`config.mk`:
```
export PLATFORM = sky130hd
export DESIGN_NAME = sorted_unique_key_list_flat
export DESIGN_NICKNAME = d
export VERILOG_FILES = /design/src/rtl/core/srtk_pkg.sv /design/src/rtl/core/srtk_if.sv /design/src/rtl/core/srtk_front.sv /design/src/rtl/core/srtk_back.sv /design/src/rtl/core/sorted_unique_key_list.sv /design/src/flat_wrapper.sv
export SDC_FILE = /design/constraint.sdc
export NUM_CORES = 1
export LEC_CHECK = 0
export BUFFER_PORTS_ARGS = -buffer_cell sky130_fd_sc_hd__buf_4
export CAP_MARGIN = 40
export CORE_MARGIN = 2
export CORE_UTILIZATION = 37
export DETAILED_ROUTE_END_ITERATION = 6
export GPL_TIMING_DRIVEN = 0
export SETUP_SLACK_MARGIN = 0.5
export SLEW_MARGIN = 25
export SYNTH_ARGS = -nofsm -noshare
export SYNTH_HDL_FRONTEND = slang
export SYNTH_HIERARCHICAL = 1
export SYNTH_SLANG_ARGS = --single-unit
```
`constraint.sdc`:
```
create_clock -name clk -period 5.2 [get_ports clk]
set_clock_uncertainty 0.1 [all_clocks]
set_input_delay 0 -clock clk [delete_from_list [all_inputs] [get_ports clk]]
set_output_delay 0 -clock clk [all_outputs]
set_load 0.03 [all_outputs]
```
`src/rtl/core/srtk_pkg.sv`:
```
`default_nettype none
package srtk_pkg;

	localparam int unsigned KEY_W        = 32;
	localparam int unsigned OP_W         = 2;
	localparam int unsigned ST_W         = 3;
	localparam int unsigned POS_W        = 4;
	localparam int unsigned DEF_CAPACITY = 16;

	typedef enum logic [OP_W-1:0] {
		OP_INSERT = 2'd0,
		OP_DELETE = 2'd1,
		OP_READ   = 2'd2
	} op_t;

	typedef enum logic [ST_W-1:0] {
		ST_OK       = 3'd0,
		ST_DUP      = 3'd1,
		ST_FULL     = 3'd2,
		ST_NOTFOUND = 3'd3,
		ST_EMPTY    = 3'd4
	} status_t;

	typedef struct packed {
		op_t                     op;
		logic signed [KEY_W-1:0] key;
	} cmd_t;

endpackage
`default_nettype wire

```
`src/rtl/core/srtk_if.sv`:
```
`default_nettype none
interface srtk_req_if;
	import srtk_pkg::*;

	logic                    valid;
	logic                    ready;
	logic [OP_W-1:0]         op;
	logic signed [KEY_W-1:0] key;

	modport source (output valid, output op, output key, input ready);
	modport sink   (input valid, input op, input key, output ready);
endinterface

interface srtk_rsp_if;
	import srtk_pkg::*;

	logic                    valid;
	logic                    ready;
	logic [ST_W-1:0]         status;
	logic signed [KEY_W-1:0] key_out;
	logic [POS_W-1:0]        position;
	logic                    last;

	modport source (output valid, output status, output key_out, output position,
		output last, input ready);
	modport sink   (input valid, input status, input key_out, input position,
		input last, output ready);
endinterface
`default_nettype wire

```
`src/rtl/core/srtk_front.sv`:
```
`default_nettype none
module srtk_front (
	input  wire logic             clk,
	input  wire logic             arst_n,
	srtk_req_if.sink              req,
	output logic                  cmd_valid,
	output srtk_pkg::cmd_t        cmd,
	input  wire logic             cmd_pop
);
	import srtk_pkg::*;

	cmd_t       q_q [2];
	logic       wr_ptr_q;
	logic       rd_ptr_q;
	logic [1:0] fill_q;
	logic       known_op;
	logic       push;

	// unused op code is taken and dropped here
	assign known_op = (req.op == OP_INSERT) || (req.op == OP_DELETE) || (req.op == OP_READ);
	assign req.ready = (fill_q != 2'd2);
	assign push = req.valid && req.ready && known_op;

	assign cmd_valid = (fill_q != 2'd0);
	assign cmd = q_q[rd_ptr_q];

	always_ff @(posedge clk) begin
		if (push) begin
			q_q[wr_ptr_q] <= '{op: op_t'(req.op), key: req.key};
		end
	end

	always_ff @(posedge clk or negedge arst_n) begin
		if (!arst_n) begin
			wr_ptr_q <= 1'b0;
			rd_ptr_q <= 1'b0;
			fill_q   <= 2'd0;
		end else begin
			if (push) begin
				wr_ptr_q <= ~wr_ptr_q;
			end
			if (cmd_pop) begin
				rd_ptr_q <= ~rd_ptr_q;
			end
			case ({push, cmd_pop})
				2'b10:   fill_q <= fill_q + 2'd1;
				2'b01:   fill_q <= fill_q - 2'd1;
				default: fill_q <= fill_q;
			endcase
		end
	end

endmodule
`default_nettype wire

```
`src/rtl/core/srtk_back.sv`:
```
`default_nettype none
module srtk_back #(
	parameter int unsigned CAPACITY = srtk_pkg::DEF_CAPACITY
) (
	input  wire logic             clk,
	input  wire logic             arst_n,
	input  wire logic             cmd_valid,
	input  wire srtk_pkg::cmd_t   cmd,
	output logic                  cmd_pop,
	srtk_rsp_if.source            rsp
);
	import srtk_pkg::*;

	localparam int unsigned IDX_W = (CAPACITY > 1) ? $clog2(CAPACITY) : 1;
	localparam int unsigned CNT_W = $clog2(CAPACITY + 1);

	typedef enum logic [9:0] {
		S_IDLE     = 10'b0000000001,
		S_SRCH_RD  = 10'b0000000010,
		S_SRCH_CMP = 10'b0000000100,
		S_DECIDE   = 10'b0000001000,
		S_SHIFT_RD = 10'b0000010000,
		S_SHIFT_WR = 10'b0000100000,
		S_PUT_KEY  = 10'b0001000000,
		S_RESP     = 10'b0010000000,
		S_RD_RD    = 10'b0100000000,
		S_RD_EMIT  = 10'b1000000000
	} state_t;

	state_t                  state_q;
	op_t                     op_q;
	logic signed [KEY_W-1:0] key_q;
	logic [CNT_W-1:0]        n_q;
	logic [CNT_W-1:0]        idx_q;
	logic [CNT_W-1:0]        j_q;
	logic                    hit_q;
	logic [CNT_W-1:0]        count_q;
	status_t                 res_st_q;
	logic [POS_W-1:0]        res_pos_q;

	logic                    out_valid_q;
	status_t                 out_st_q;
	logic signed [KEY_W-1:0] out_key_q;
	logic [POS_W-1:0]        out_pos_q;
	logic                    out_last_q;

	logic signed [KEY_W-1:0] mem [CAPACITY];
	logic signed [KEY_W-1:0] rdata_q;
	logic                    mem_re;
	logic                    mem_we;
	logic [IDX_W-1:0]        mem_raddr;
	logic [IDX_W-1:0]        mem_waddr;
	logic signed [KEY_W-1:0] mem_wdata;

	logic [CNT_W-1:0]        j_m1;
	logic [CNT_W-1:0]        j_p1;
	logic [CNT_W-1:0]        idx_p1;
	logic                    slot_free;
	logic                    out_load;
	logic                    is_ins;

	assign j_m1      = j_q - 1'b1;
	assign j_p1      = j_q + 1'b1;
	assign idx_p1    = idx_q + 1'b1;
	assign is_ins    = (op_q == OP_INSERT);
	assign slot_free = !out_valid_q || rsp.ready;
	assign out_load  = slot_free && ((state_q == S_RESP) || (state_q == S_RD_EMIT));
	assign cmd_pop   = (state_q == S_IDLE) && cmd_valid;

	assign rsp.valid    = out_valid_q;
	assign rsp.status   = out_st_q;
	assign rsp.key_out  = out_key_q;
	assign rsp.position = out_pos_q;
	assign rsp.last     = out_last_q;

	always_comb begin
		mem_re    = 1'b0;
		mem_we    = 1'b0;
		mem_raddr = idx_q[IDX_W-1:0];
		mem_waddr = j_q[IDX_W-1:0];
		mem_wdata = rdata_q;
		case (state_q)
			S_SRCH_RD: mem_re = (idx_q != n_q);
			S_RD_RD:   mem_re = 1'b1;
			S_SHIFT_RD: begin
				mem_re    = 1'b1;
				mem_raddr = is_ins ? j_m1[IDX_W-1:0] : j_p1[IDX_W-1:0];
			end
			S_SHIFT_WR: mem_we = 1'b1;
			S_PUT_KEY: begin
				mem_we    = 1'b1;
				mem_waddr = idx_q[IDX_W-1:0];
				mem_wdata = key_q;
			end
			default: mem_re = 1'b0;
		endcase
	end

	always_ff @(posedge clk) begin
		if (mem_we) begin
			mem[mem_waddr] <= mem_wdata;
		end
		if (mem_re) begin
			rdata_q <= mem[mem_raddr];
		end
	end

	always_ff @(posedge clk or negedge arst_n) begin
		if (!arst_n) begin
			state_q     <= S_IDLE;
			op_q        <= OP_INSERT;
			key_q       <= '0;
			n_q         <= '0;
			idx_q       <= '0;
			j_q         <= '0;
			hit_q       <= 1'b0;
			count_q     <= '0;
			res_st_q    <= ST_OK;
			res_pos_q   <= '0;
			out_valid_q <= 1'b0;
			out_st_q    <= ST_OK;
			out_key_q   <= '0;
			out_pos_q   <= '0;
			out_last_q  <= 1'b0;
		end else begin
			if (out_load) begin
				out_valid_q <= 1'b1;
			end else if (rsp.ready) begin
				out_valid_q <= 1'b0;
			end
			case (state_q)
				S_IDLE: begin
					if (cmd_valid) begin
						op_q  <= cmd.op;
						key_q <= cmd.key;
						n_q   <= count_q;
						idx_q <= '0;
						hit_q <= 1'b0;
						if (cmd.op == OP_READ) begin
							if (count_q == '0) begin
								res_st_q  <= ST_EMPTY;
								res_pos_q <= '0;
								state_q   <= S_RESP;
							end else begin
								state_q <= S_RD_RD;
							end
						end else begin
							state_q <= S_SRCH_RD;
						end
					end
				end
				S_SRCH_RD: begin
					state_q <= (idx_q == n_q) ? S_DECIDE : S_SRCH_CMP;
				end
				S_SRCH_CMP: begin
					// insert stops at the first key not below; delete at an exact match
					if (is_ins ? (rdata_q >= key_q) : (rdata_q == key_q)) begin
						hit_q   <= (rdata_q == key_q);
						state_q <= S_DECIDE;
					end else begin
						idx_q   <= idx_p1;
						state_q <= S_SRCH_RD;
					end
				end
				S_DECIDE: begin
					j_q <= is_ins ? n_q : idx_q;
					if (is_ins) begin
						if (hit_q) begin
							res_st_q  <= ST_DUP;
							res_pos_q <= POS_W'(idx_q);
							state_q   <= S_RESP;
						end else if (n_q == CNT_W'(CAPACITY)) begin
							res_st_q  <= ST_FULL;
							res_pos_q <= '0;
							state_q   <= S_RESP;
						end else begin
							res_st_q  <= ST_OK;
							res_pos_q <= POS_W'(idx_q);
							count_q   <= n_q + 1'b1;
							state_q   <= (n_q > idx_q) ? S_SHIFT_RD : S_PUT_KEY;
						end
					end else begin
						if (n_q == '0) begin
							res_st_q  <= ST_EMPTY;
							res_pos_q <= '0;
							state_q   <= S_RESP;
						end else if (!hit_q) begin
							res_st_q  <= ST_NOTFOUND;
							res_pos_q <= '0;
							state_q   <= S_RESP;
						end else begin
							res_st_q  <= ST_OK;
							res_pos_q <= POS_W'(idx_q);
							count_q   <= n_q - 1'b1;
							state_q   <= (idx_p1 < n_q) ? S_SHIFT_RD : S_RESP;
						end
					end
				end
				S_SHIFT_RD: begin
					state_q <= S_SHIFT_WR;
				end
				S_SHIFT_WR: begin
					// insert moves words up from the top, delete moves them down
					if (is_ins) begin
						j_q     <= j_m1;
						state_q <= (j_m1 > idx_q) ? S_SHIFT_RD : S_PUT_KEY;
					end else begin
						j_q     <= j_p1;
						state_q <= ((j_p1 + 1'b1) < n_q) ? S_SHIFT_RD : S_RESP;
					end
				end
				S_PUT_KEY: begin
					state_q <= S_RESP;
				end
				S_RESP: begin
					if (slot_free) begin
						out_st_q    <= res_st_q;
						out_key_q   <= key_q;
						out_pos_q   <= res_pos_q;
						out_last_q  <= 1'b1;
						state_q     <= S_IDLE;
					end
				end
				S_RD_RD: begin
					state_q <= S_RD_EMIT;
				end
				S_RD_EMIT: begin
					if (slot_free) begin
						out_st_q    <= ST_OK;
						out_key_q   <= rdata_q;
						out_pos_q   <= POS_W'(idx_q);
						out_last_q  <= (idx_p1 == n_q);
						idx_q       <= idx_p1;
						state_q     <= (idx_p1 == n_q) ? S_IDLE : S_RD_RD;
					end
				end
				default: state_q <= S_IDLE;
			endcase
		end
	end

endmodule
`default_nettype wire

```
`src/rtl/core/sorted_unique_key_list.sv`:
```
// channel | dir | words               | payload
// req     | in  | one per operation   | op, key
// rsp     | out | 1, or n on readout  | status, key_out, position, last
//
// Insert/delete: a read and a compare step per key scanned, then a read and a write step
// per key moved, as the single-port key store gives one registered read per step.
// Readout: a read step and an emit step per stored word, same store port.
// Reset clears the entry count and queues; the store itself is not cleared.
// A two-word queue takes requests while the engine works; rsp is registered.
// A stalled rsp holds the engine at its emit step; the queue then fills and drops req.ready.
`default_nettype none
module sorted_unique_key_list #(
	parameter int unsigned CAPACITY = srtk_pkg::DEF_CAPACITY
) (
	input  wire logic   clk,
	input  wire logic   arst_n,
	srtk_req_if.sink    req,
	srtk_rsp_if.source  rsp
);
	import srtk_pkg::*;

	logic cmd_valid;
	cmd_t cmd;
	logic cmd_pop;

	srtk_front u_front (
		.clk       (clk),
		.arst_n    (arst_n),
		.req       (req),
		.cmd_valid (cmd_valid),
		.cmd       (cmd),
		.cmd_pop   (cmd_pop)
	);

	srtk_back #(
		.CAPACITY (CAPACITY)
	) u_back (
		.clk       (clk),
		.arst_n    (arst_n),
		.cmd_valid (cmd_valid),
		.cmd       (cmd),
		.cmd_pop   (cmd_pop),
		.rsp       (rsp)
	);

endmodule
`default_nettype wire

```
`src/flat_wrapper.sv`:
```
// flat-port wrapper written by rule: the top's interface ports become plain ports
module sorted_unique_key_list_flat import srtk_pkg::*;
#(
	parameter int unsigned CAPACITY = srtk_pkg::DEF_CAPACITY
)
  (clk, arst_n, req_valid, req_op, req_key, req_ready, rsp_valid, rsp_status, rsp_key_out, rsp_position, rsp_last, rsp_ready);
  srtk_req_if req_i ();
  srtk_rsp_if rsp_i ();
  input  wire logic clk;
  input  wire logic arst_n;
  input wire logic [$bits(req_i.valid)-1:0] req_valid;
  input wire logic [$bits(req_i.op)-1:0] req_op;
  input wire logic [$bits(req_i.key)-1:0] req_key;
  output wire logic [$bits(req_i.ready)-1:0] req_ready;
  output wire logic [$bits(rsp_i.valid)-1:0] rsp_valid;
  output wire logic [$bits(rsp_i.status)-1:0] rsp_status;
  output wire logic [$bits(rsp_i.key_out)-1:0] rsp_key_out;
  output wire logic [$bits(rsp_i.position)-1:0] rsp_position;
  output wire logic [$bits(rsp_i.last)-1:0] rsp_last;
  input wire logic [$bits(rsp_i.ready)-1:0] rsp_ready;
  assign req_i.valid = req_valid;
  assign req_i.op = req_op;
  assign req_i.key = req_key;
  assign req_ready = req_i.ready;
  assign rsp_valid = rsp_i.valid;
  assign rsp_status = rsp_i.status;
  assign rsp_key_out = rsp_i.key_out;
  assign rsp_position = rsp_i.position;
  assign rsp_last = rsp_i.last;
  assign rsp_i.ready = rsp_ready;
  sorted_unique_key_list #(.CAPACITY(CAPACITY)) u_core (.clk(clk), .arst_n(arst_n), .req(req_i), .rsp(rsp_i));
endmodule
```
# Word level (Yosys, flattened, before mapping)

Memories as Yosys holds them, arrays and structs flattened. A register that Yosys moved wholly into a read port is not among the register bits.
Index checks and enable logic that the tools add are counted.
Widths: inputs -> output; s select.

Memories kept: 2
RAM bits: 580
Input port bits: 38
Bits in registers: 117
Word-level logic and storage cells: 175

Memory list:

| name               | depth | width | read ports | clocked after Yosys merged registers in | write ports | RTL line         | source |
|---|---|---|---|---|---|---|---|
| u_core.u_back.mem  | 16    | 32    | 1          | 1                                       | 1           | srtk_back.sv:47  | `logic signed [KEY_W-1:0] mem [CAPACITY];` |
| u_core.u_front.q_q | 2     | 34    | 1          | 0                                       | 1           | srtk_front.sv:12 | `cmd_t q_q [2];` |

Reduce and logical (&&, ||, !) cells: 31
Order comparisons: 5
Equal/unequal tests: 31
Add/subtract/negate cells: 8
Multiplexer cells: 78
Bitwise operators: 2

Operators by type and width:

| kind                 | number |
|---|---|
| $pmux 10 s10         | 1 |
| $mux 32              | 3 |
| $pmux 32 s2          | 1 |
| $mux 4               | 15 |
| $mux 8               | 7 |
| $mux 10              | 5 |
| $mux 5               | 10 |
| $eq 32x32->1         | 1 |
| $ge 32x32->1         | 1 |
| $mux 3               | 7 |
| $add 5x1->5 const B  | 4 |
| $mux 9               | 2 |
| $ne 2x2->1 const B   | 9 |
| $pmux 4 s2           | 2 |
| $reduce_bool 2->1    | 8 |
| $pmux 5 s3           | 1 |
| $mux 7               | 2 |
| $mux 1               | 12 |
| $pmux 3 s2           | 2 |
| $eq 10x1->1 const B  | 1 |
| $eq 10x10->1 const B | 1 |
| $eq 10x2->1 const B  | 1 |
| $eq 10x3->1 const B  | 1 |
| $eq 10x4->1 const B  | 1 |
| other kinds (32)     | 57 |

# Depth between registers and ports, before layout

Gate-level depths: netlist (run 1).

Depth in word-level cells: 7
Depth in mapped cells: 13
Gate-level depth less buffers: 12

# By module

The synthesis (run 1) kept the hierarchy.

By module, submodules not included:

| module     | cells an instance | area an instance (um^2) | seq. area each (um^2) | times used |
|---|---|---|---|---|
| srtk_back  | 2,201             | 27,806.7                | 19,164.6              | 1 |
| srtk_front | 124               | 2,805.2                 | 2,142.1               | 1 |

# Worst setup path after synthesis (run 1)

No wires, ideal clock.

Kind: register -> register
Start point: register u_core.u_back.state_q[4]
End point: register u_core.u_back.rdata_q[0] (read register of u_core.u_back.mem), enable pin
Path buffers: 0
Required time: 4.634 ns
Cell stages (with the launch flop): 5
Arrival time: 3.685 ns
Period minus slack after synthesis: 4.250 ns
Setup time: 0.466 ns
Slack: 0.950 ns
Cell sequence: dfrtp_1 > or3_1 > nor4_2 > nand4b_1 > o21ai_0

Longest elaborated chain between the ends: 3
Elaborated cells between the ends (all ways): 6

RTL lines:

| what                                       | RTL line         | source |
|---|---|---|
| start, declared                            | srtk_back.sv:30  | `state_t state_q;` |
| start signal, assigned                     | srtk_back.sv:153 | `state_q <= (idx_q == n_q) ? S_DECIDE : S_SRCH_CMP;` |
| start signal, assigned                     | srtk_back.sv:180 | `state_q <= (n_q > idx_q) ? S_SHIFT_RD : S_PUT_KEY;` |
| start signal, assigned                     | srtk_back.sv:195 | `state_q <= (idx_p1 < n_q) ? S_SHIFT_RD : S_RESP;` |
| $eq 10x9->1 or $eq 10x5->1 (tied branches) | srtk_back.sv:82  | `case (state_q)` |
| $reduce_or 2->1 (no source line)           | --               |  |
| $pmux 1 s2 (*)                             | srtk_back.sv:82  |  |
| named net u_core.u_back.mem_re             | srtk_back.sv:49  | `logic mem_re;` |
| end, declared                              | srtk_back.sv:48  | `logic signed [KEY_W-1:0] rdata_q;` |

The timed path passes the listed nets; every way through them passes the cells marked *.
A chain may end at the register's enable or synchronous reset.

# Final worst setup path (run 1)

Start point: register u_core.u_back.j_q[0]
End point: register u_core.u_back.rdata_q[30] (read register of u_core.u_back.mem), data pin

Longest elaborated chain between the ends: 3
Elaborated cells between the ends (all ways): 4

RTL lines:

| what                                       | RTL line                         | source |
|---|---|---|
| start, declared                            | srtk_back.sv:35                  | `logic [CNT_W-1:0] j_q;` |
| start signal, assigned                     | srtk_back.sv:166                 | `j_q <= is_ins ? n_q : idx_q;` |
| start signal, assigned                     | srtk_back.sv:205                 | `j_q <= j_m1;` |
| start signal, assigned                     | srtk_back.sv:208                 | `j_q <= j_p1;` |
| $add 5x1->5 or $sub 5x1->5 (tied branches) | srtk_back.sv:63, srtk_back.sv:62 |  |
| $mux 4 (*)                                 | srtk_back.sv:87                  | `mem_raddr = is_ins ? j_m1[IDX_W-1:0] : j_p1[IDX_W-1:0];` |
| $mux 4 (*)                                 | srtk_back.sv:82                  |  |

Mark *: on every way between the ends. The rest lies on a longest branch, timed or not.

==> implementation parameters, run 1 <==
Parameter                              Value

Clock tree
  Clk sink count    729
  Clock transition at path regs    60 ps
  Clock tree from TritonCTS    done
  H-tree depth    3
  Buffers inserted by post-CTS timing repair    0
  Deepest clock path buffer count    3
  Root buffer selected by CTS    clkbuf_16
  Total clock buffers created by CTS    74
  Worst-Skew Late Latency    610 ps

Finish
  Share of post-route cells with drive strength above 1    0.156
  Area grow syn2layout    20.0%
  Cell Count, Final, Fillers Out    3713
  N_diodes    0
  Number of fillers in the final layout    7268
  Net count, final    2679

Power and ir drop
  Power per cell area    505 nW/um^2
  Net switching share of the total power    0.335
  Net switching power    6.20 mW
  Clock network fraction of total power    0.301
  Maximum vdd ir drop    252 uV
  Share of power burned in combinational logic    0.295
  Leakage dissipation    13.0 nW
  Part of the total power dissipated in sequential elements    0.403
  Post-layout total power    18.5 mW
  Pint    12.3 mW

Route
  Mean number of vias per cell    5.47
  Iter 0 DRT Violations    1808
  Post-DRT Antenna Nets    0
  DRC violations left    0
  Router iterations before antenna repair    6
  Routed WL per cell    22.3 microns
  Total via count after detailed routing    20300
  Routed wire length    83000 microns

Setup path
  Maximum single-stage delay on the critical path    530 ps
  Worst Path Arrival    4320 ps
  CP bufs+invs    5
  WS Path Type    reg -> reg
  Critical path data required time    5420 ps
  Critical-path cell list    clkbuf_1 -> inv_1 -> ha_1 -> xnor2_1 -> a21o_1 -> buf_2 -> buf_6 -> clkbuf_1 -> a221oi_1 -> a21oi_1 -> nand2_1
  Kind of cell with the highest combined delay on the critical path    buffers and inverters
  Slowest CP cell    clkbuf_1
  Kind of start point of the critical path    register
  Peak fanout along the critical path    10
  Element type at the critical path end    register
  Most prevalent standard cell on the critical path    clkbuf_1

STA
  Min Clock Period, post-route    4100 ps
  Max frequency    244 MHz
  Final setup violation count    0
  Transition time of the tightest slew-check pin    1040 ps
  Final number of max-transition violations    0
  Portion of the clock cycle consumed by the worst path in the final layout    0.789
  Setup repair after global routing missed its margin    no
  Final hold violations    0
  Worst rel slew slack    0.300

Global route
  First-pass GRT wire length    125000 microns
  Via count of the first global-routing pass    20600
  Combined global-route utilization of all metal layers    0.192
  Largest net degree at the start of global routing    80
  Antenna violations before repair    2
  Grt ovf    0

Placed design
  Global placer's final weighted congestion    0.886
  # port buffers    79
  HPWL Detailed    59600 microns
  Inst Count DP    3517

Synthesis
  Warnings from Yosys    6
  Synth Flop Type    edfxtp_1
  Synth cell types    71
  Number of register bits inferred by synthesis    729
  Post-synthesis cell area    30600 sq um
  Post-synth EDFFs    612
  Syn Nets    2423
  Ys async rst share    0.160
  Sequential area share after synthesis    0.696
  Cell count after synthesis    2325
  Per-instance average area after synthesis    13.2 sq um

Worst hold path
  Worst min-delay path category    in -> reg

Floorplanning
  Placement Rows    105
  Horizontal extent of the die    292 microns
  Vertical die dimension    292 microns
  Placeable core region    82000 sq um
  Initial Util    0.373
  Ports    80
  DIE AREA    85100 sq um

Flow run
  Max-cap violations    0

Outcome
  Run status    finished, final reports clean
synth_stat cells (4+ instances only):
library cell / n / area [sq um]
a21o_1: 12 / 90.1
a21oi_1: 297 / 1490
a221oi_1: 33 / 289
a22oi_1: 129 / 968
a31oi_1: 9 / 56.3
and3_1: 8 / 50.1
buf_1: 8 / 30.0
buf_2: 51 / 255
buf_6: 6 / 67.6
clkbuf_1: 65 / 244
dfrtp_1: 116 / 2900
edfxtp_1: 612 / 18400
ha_1: 59 / 738
inv_1: 55 / 206
mux2_2: 8 / 90.1
mux2_4: 29 / 435
mux2i_1: 67 / 671
nand2_1: 417 / 1570
nand2b_1: 8 / 50.1
nand3_1: 17 / 85.1
nand4_1: 12 / 75.1
nand4b_1: 4 / 35.0
nor2_1: 59 / 221
nor2b_1: 4 / 25.0
nor3_1: 12 / 60.1
nor4_1: 4 / 25.0
o21ai_0: 131 / 656
o31ai_1: 4 / 30.0
xnor2_1: 14 / 123
xor2_1: 11 / 96.3
worst paths after layout:
path | slack [ps] | cells after the start | from | endpoint
worst max-delay path | 1100 | 11 | u_core/u_back/j_q[0] | u_core/u_back/rdata_q[30]
worst min-delay path | 30 | 2 | req_key[15] | u_core/u_front/q_q[0][15]
worst max register to register | 1100 | 11 | u_core/u_back/j_q[0] | u_core/u_back/rdata_q[30]
worst min register to register | 390 | 2 | u_core/u_back/rsp.position[3] | u_core/u_back/rsp.position[3]
max in group asynchronous | 4220 | 4 | arst_n | u_core/u_back/rsp.key_out[12]
min in group asynchronous | 380 | 4 | arst_n | u_core/u_back/res_pos_q[1]
worst reg2reg max path, delay by kind of cell, from the launching register on:
family                     cells  cell delay, ps
AOI/OAI and AO/OA              3             630
and+or+nand+nor                1             190
xor gates and xnor gates       1             440
DFF                            1             370
adders and majority gates      1             430
buffers and inverters          5            1640
per-stage QoR:
| step | instance area, sq um | hold slack, ps | utilization | TNS [ps] | worst slack [ps] |
|---|---|---|---|---|---|
| floorplan | 30600 | -396 | - | 0 | 950 |
| global placement | 32500 | 88.5 | 0.397 | -129900 | -437 |
| detailed placement | 33500 | -192 | 0.409 | 0 | 1150 |
| CTS | 36700 | 0.00866 | 0.448 | 0 | 1150 |
| global route | 36700 | 19.3 | 0.448 | 0 | 881 |
| finish | 36700 | 28.3 | 0.448 | 0 | 1100 |
cell usage in the layout (no fill, tap or decap), types with 27 or more instances in the layout:
cell type / Yosys / layout
dfrtp_1: 116 / 116
edfxtp_1: 612 / 612
o21ai_0: 131 / 98
nand2_1: 417 / 417
inv_1: 55 / 55
dlygate4sd3_1: 0 / 56
o21ai_2: 1 / 27
a221oi_1: 33 / 33
a22oi_1: 129 / 129
mux2i_1: 67 / 67
clkbuf_1: 65 / 71
mux2_4: 29 / 29
clkbuf_16: 0 / 80
buf_4: 3 / 92
buf_2: 51 / 54
ha_1: 59 / 59
nor2_1: 59 / 41
a21oi_1: 297 / 297
state kept, by name, summed over array words and instances (netlist names), 3 cells and up:
signal	flops
u_core/u_back/count_q	5
u_core/u_back/res_st_q	3
u_core/u_back/rsp.key_out	32
u_core/u_back/res_pos_q	4
u_core/u_back/state_q	10
u_core/u_back/mem	512
u_core/u_back/rsp.status	3
u_core/u_back/n_q	5
u_core/u_front/q_q	68
u_core/u_back/rsp.position	4
u_core/u_back/idx_q	5
u_core/u_back/key_q	32
u_core/u_back/j_q	5
u_core/u_back/rdata_q	32
per-layer routing:
layer	wire, microns	track usage	vias to the layer above
met5	13	0	-
met4	1950	0.0634	2
met3	5460	0.0233	123
met2	41200	0.332	844
met1	34400	0.251	10200
li1	-	-	9204
kinds of logic after synthesis:
kind of cell    count (synthesis)  synth area share
compound gates                651             0.127
xor+xnor                       25           0.00715
fa+ha+maj                      60            0.0248
buf+inv                       192            0.0291
flops                         729             0.696
mux                           104            0.0391
simple gates                  564            0.0772
power by group through the flow:
stage / combinational (mW) / clock, mW / sequential, mW
after global placement: 5.06 / 0 / 7.60
after floorplan: 3.19 / 0 / 7.75
final: 5.47 / 5.58 / 7.48
after CTS: 5.45 / 5.68 / 7.47
after global routing: 5.97 / 5.90 / 7.53
after detailed placement: 5.39 / 0 / 7.59
timing repair:
action                    CTS  global route
gates resized for setup     0             0
hold buffers               57             0
hold endpoints to repair  219             0
layout make-up:
class                      instances  area [sq um]  share of cell area
buffer                           136           679              0.0185
clock buffer                      95          2150              0.0585
clock inverter                    43           464              0.0126
inverter                          56           210             0.00572
multi-input combinational       1404          8670               0.236
sequential                       729         21300               0.580
tap                             1070          1340              0.0364
timing repair buffer             180          1910              0.0521
Power figures use the tool's default switching activity.
==> run 2: changes to the inputs <==
- ABC_AREA: default -> 1
- clock period: 5.2 -> 3.46 ns (I/O delays scaled with it)
==> run 2 against run 1 <==
Effect of this change: synthesized cell count increased by 16%; largest power group unchanged; global-route usage up 4.4 points; sequential share of layout area fell by 2.8 points.
==> implementation parameters, run 2 <==
Parameter                              Value

Finish
  Share of post-route cells with drive strength above 1    0.175 (+0.0200)
  Number of fillers in the final layout    7502 (+3.2%)
  Area grow syn2layout    23.5%
  Commonest non-fill, non-tap cells in the layout    edfxtp_1 (612), nand2_1 (369), o21ai_0 (280), inv_1 (251), nor2_1 (230)
  Largest Register    u_core/u_back/mem
  Design Area, Final    38600 sq um (+5.2%)
  Number of flip-flops under the largest register name    512 (unchanged)
  N_diodes    0 (unchanged)
  Post-layout util    0.462 (+0.0135)
  Net count, final    3119 (+16%)
  Register area    21300 sq um (about the same)
  Leading cell type in the layout, fill and taps excluded    edfxtp_1
  Largest registers ranked by flip-flop count    u_core/u_back/mem: 512 flops, u_core/u_front/q_q: 68 flops
  Multi-input logic area    8690 sq um (+0.22%)

Placed design
  Global placer's final weighted congestion    0.928 (+4.8%)
  # port buffers    79 (unchanged)
  Cell area reported after detailed placement    34600 sq um (+3.3%)
  HPWL Detailed    70900 microns (+19%)

Clock tree
  Clk sink count    729 (unchanged)
  Worst-Skew Late Latency    630 ps (+20 ps)
  H-tree depth    3 (unchanged)
  Clock transition at path regs    70 ps (about the same)
  Deepest clock path buffer count    3 (unchanged)
  Clock tree from TritonCTS    done
  Total clock buffers created by CTS    79 (+6.8%)
  Root buffer selected by CTS    clkbuf_16

Synthesis
  Ys async rst share    0.160 (unchanged)
  Cell count after synthesis    2697 (+16%)
  Per-instance average area after synthesis    11.6 sq um (-12%)
  Warnings from Yosys    6 (unchanged)
  Synth Flop Type    edfxtp_1
  Synth cell types    44 (-38%)
  Top cells by area, synth    edfxtp_1 (59%), dfrtp_1 (9.3%), o21ai_0 (5.1%), nand2_1 (4.6%), o211ai_1 (3.5%)
  Post-synthesis cell area    31300 sq um (+2.2%)
  Syn Nets    2795 (+15%)
  Cell taking the most area after synthesis    edfxtp_1
  Top post-synthesis cells by count    edfxtp_1 (612), nand2_1 (387), o21ai_0 (318)
  Sequential area share after synthesis    0.681 (-0.0150)
  Dominant cell by count in the synthesized netlist    edfxtp_1
  Post-synth EDFFs    612 (unchanged)
  Area share of the largest cell type after synthesis    0.587 (-0.0130)
  Number of register bits inferred by synthesis    729 (unchanged)

Setup path
  Kind of start point of the critical path    register
  Maximum single-stage delay on the critical path    420 ps (-110 ps)
  Element type at the critical path end    register
  Critical-path cell list    buf_6 -> clkinvlp_4 -> ha_4 -> xor2_2 -> nand2_1 -> o21ai_2 -> nand2_1 -> o21ai_4 -> inv_2 -> buf_4 -> buf_4 -> o211ai_1 -> nand2_1
  CP bufs+invs    5 (unchanged)
  Most prevalent standard cell on the critical path    nand2_1
  Peak fanout along the critical path    10 (unchanged)
  Critical path data required time    3680 ps (-1740 ps)
  Slowest CP cell    o211ai_1
  WS Path Type    reg -> reg
  Worst Path Arrival    3270 ps (-1050 ps)
  Kind of cell with the highest combined delay on the critical path    buffers and inverters

STA
  Final setup violation count    0 (unchanged)
  Max frequency    328 MHz (+34%)
  Portion of the clock cycle consumed by the worst path in the final layout    0.881 (+0.0927)
  Transition time of the tightest slew-check pin    776 ps (-264 ps)
  Final number of max-transition violations    0 (unchanged)
  Worst rel slew slack    0.479 (+0.179)
  Final hold violations    0 (unchanged)
  Min Clock Period, post-route    3050 ps (-1050 ps)
  Setup repair after global routing missed its margin    yes

Route
  Iter 0 DRT Violations    2802 (+55%)
  Met3 WL post-DR    9900 microns (+81%)
  Met2 wire len    47100 microns (+14%)
  Routed WL per cell    24.3 microns (+8.7%)
  Total via count after detailed routing    22700 (+12%)
  Top layer used by detailed routing    met4
  Mean number of vias per cell    5.39 (-1.6%)
  Routed metal-1 wirelength    40700 microns (+18%)
  Routed wire length    102000 microns (+23%)
  Post-DRT Antenna Nets    0 (unchanged)
  Router iterations before antenna repair    5 (-1)
  DRC violations left    0 (unchanged)

Global route
  Largest net degree at the start of global routing    64 (-20%)
  Antenna violations before repair    1 (-1)
  Grt ovf    0 (unchanged)
  Combined global-route utilization of all metal layers    0.236 (+0.0438)
  First-pass GRT wire length    147000 microns (+18%)
  Via count of the first global-routing pass    21600 (+4.8%)

Power and ir drop
  Part of the total power dissipated in sequential elements    0.418 (+0.015)
  Maximum vdd ir drop    379 uV (+50%)
  Pint    17.6 mW (+43%)
  Clock network fraction of total power    0.303 (+0.002)
  Share of power burned in combinational logic    0.279 (-0.016)
  Leakage dissipation    14.3 nW (+10%)
  Net switching share of the total power    0.341 (+0.00645)
  Power per cell area    691 nW/um^2 (+37%)
  Net switching power    9.10 mW (+47%)

Outcome
  Run status    finished, final reports clean

Floorplanning
  Placement Rows    106 (+0.95%)
  DIE AREA    86900 sq um (+2.2%)
  Ports    80 (unchanged)
  Horizontal extent of the die    295 microns (+1.1%)
  Initial Util    0.374 (+0.000447)
  Vertical die dimension    295 microns (+1.1%)
  Placeable core region    83700 sq um (+2.1%)

Worst hold path
  Worst min-delay path category    in -> reg

Flow run
  Max-cap violations    0 (unchanged)
## run 2: cell families after synthesis
kind of cell | count (synthesis) | share of synthesized area
buf+inv | 406 | 0.0578
mux | 1 | 0.000360
simple gates | 741 | 0.0953
compound gates | 741 | 0.136
fa+ha+maj | 60 | 0.0242
flops | 729 | 0.681
xor+xnor | 19 | 0.00532
## run 2: timing repair
action	4_1_cts	5_1_grt
gates resized for setup	80	83
hold endpoints to repair	230	0
endpoints found under the setup margin	580	370
hold buffers	59	0
pin swaps	26	27
buffers inserted	37	10
cloned	2	0
## run 2: path summary, 6_finish.rpt
check	start	end	slack [ps]	cells after the start
setup / recovery	u_core/u_back/j_q[0]	u_core/u_back/rdata_q[22]	410	13
hold / removal	req_key[15]	u_core/u_front/q_q[1][15]	20	2
setup reg to reg	u_core/u_back/j_q[0]	u_core/u_back/rdata_q[22]	410	13
hold reg to reg	u_core/u_front/wr_ptr_q	u_core/u_front/wr_ptr_q	380	2
max in group asynchronous	arst_n	u_core/u_back/key_q[17]	2560	4
min in group asynchronous	arst_n	u_core/u_back/state_q[1]	370	4
## run 2: power by group through the flow
stage | registers, mW | logic, mW | clock network (mW)
after floorplan | 11.5 | 3.81 | 0
after global placement | 11.3 | 6.56 | 0
after detailed placement | 11.3 | 6.89 | 0
after CTS | 11.1 | 7.19 | 8.19
after global routing | 11.2 | 8.09 | 8.57
final | 11.2 | 7.43 | 8.09
## run 2: metrics by stage
stage | instances | power [mW] | setup slack (ps) | TNS, ps | hold slack (ps)
finish | 4217 | 26.7 | 411 | 0 | 24.6
global route | 4217 | 27.9 | 349 | 0 | 20.0
CTS | 4208 | 26.5 | 414 | 0 | 0.0518
detailed placement | 3967 | 18.2 | -147 | -13900 | -108
global placement | 3910 | 17.9 | -1860 | -755170 | 86.8
floorplan | 2697 | 15.3 | 300 | 0 | -396
## run 2: worst register-to-register path: stages, from the launching register on
cell	delay, ps
dfrtp_1	380
buf_6	120
clkinvlp_4	110
ha_4	190
xor2_2	160
nand2_1	100
o21ai_2	100
nand2_1	140
o21ai_4	180
inv_2	100
buf_4	220
buf_4	220
o211ai_1	430
nand2_1	180
## run 2: area by class of cell
| cell class | count | area share |
|---|---|---|
| multi-input combinational | 1563 | 0.225 |
| buffer | 144 | 0.0263 |
| inverter | 261 | 0.0256 |
| clock inverter | 42 | 0.00930 |
| tap | 1134 | 0.0367 |
| timing repair buffer | 243 | 0.0715 |
| sequential | 729 | 0.552 |
| clock buffer | 101 | 0.0539 |
## run 2: routing by layer
metal	up-vias	track usage
met4	0	0.102
met5	-	0
met2	1178	0.378
met3	225	0.0403
li1	10200	-
met1	11100	0.315
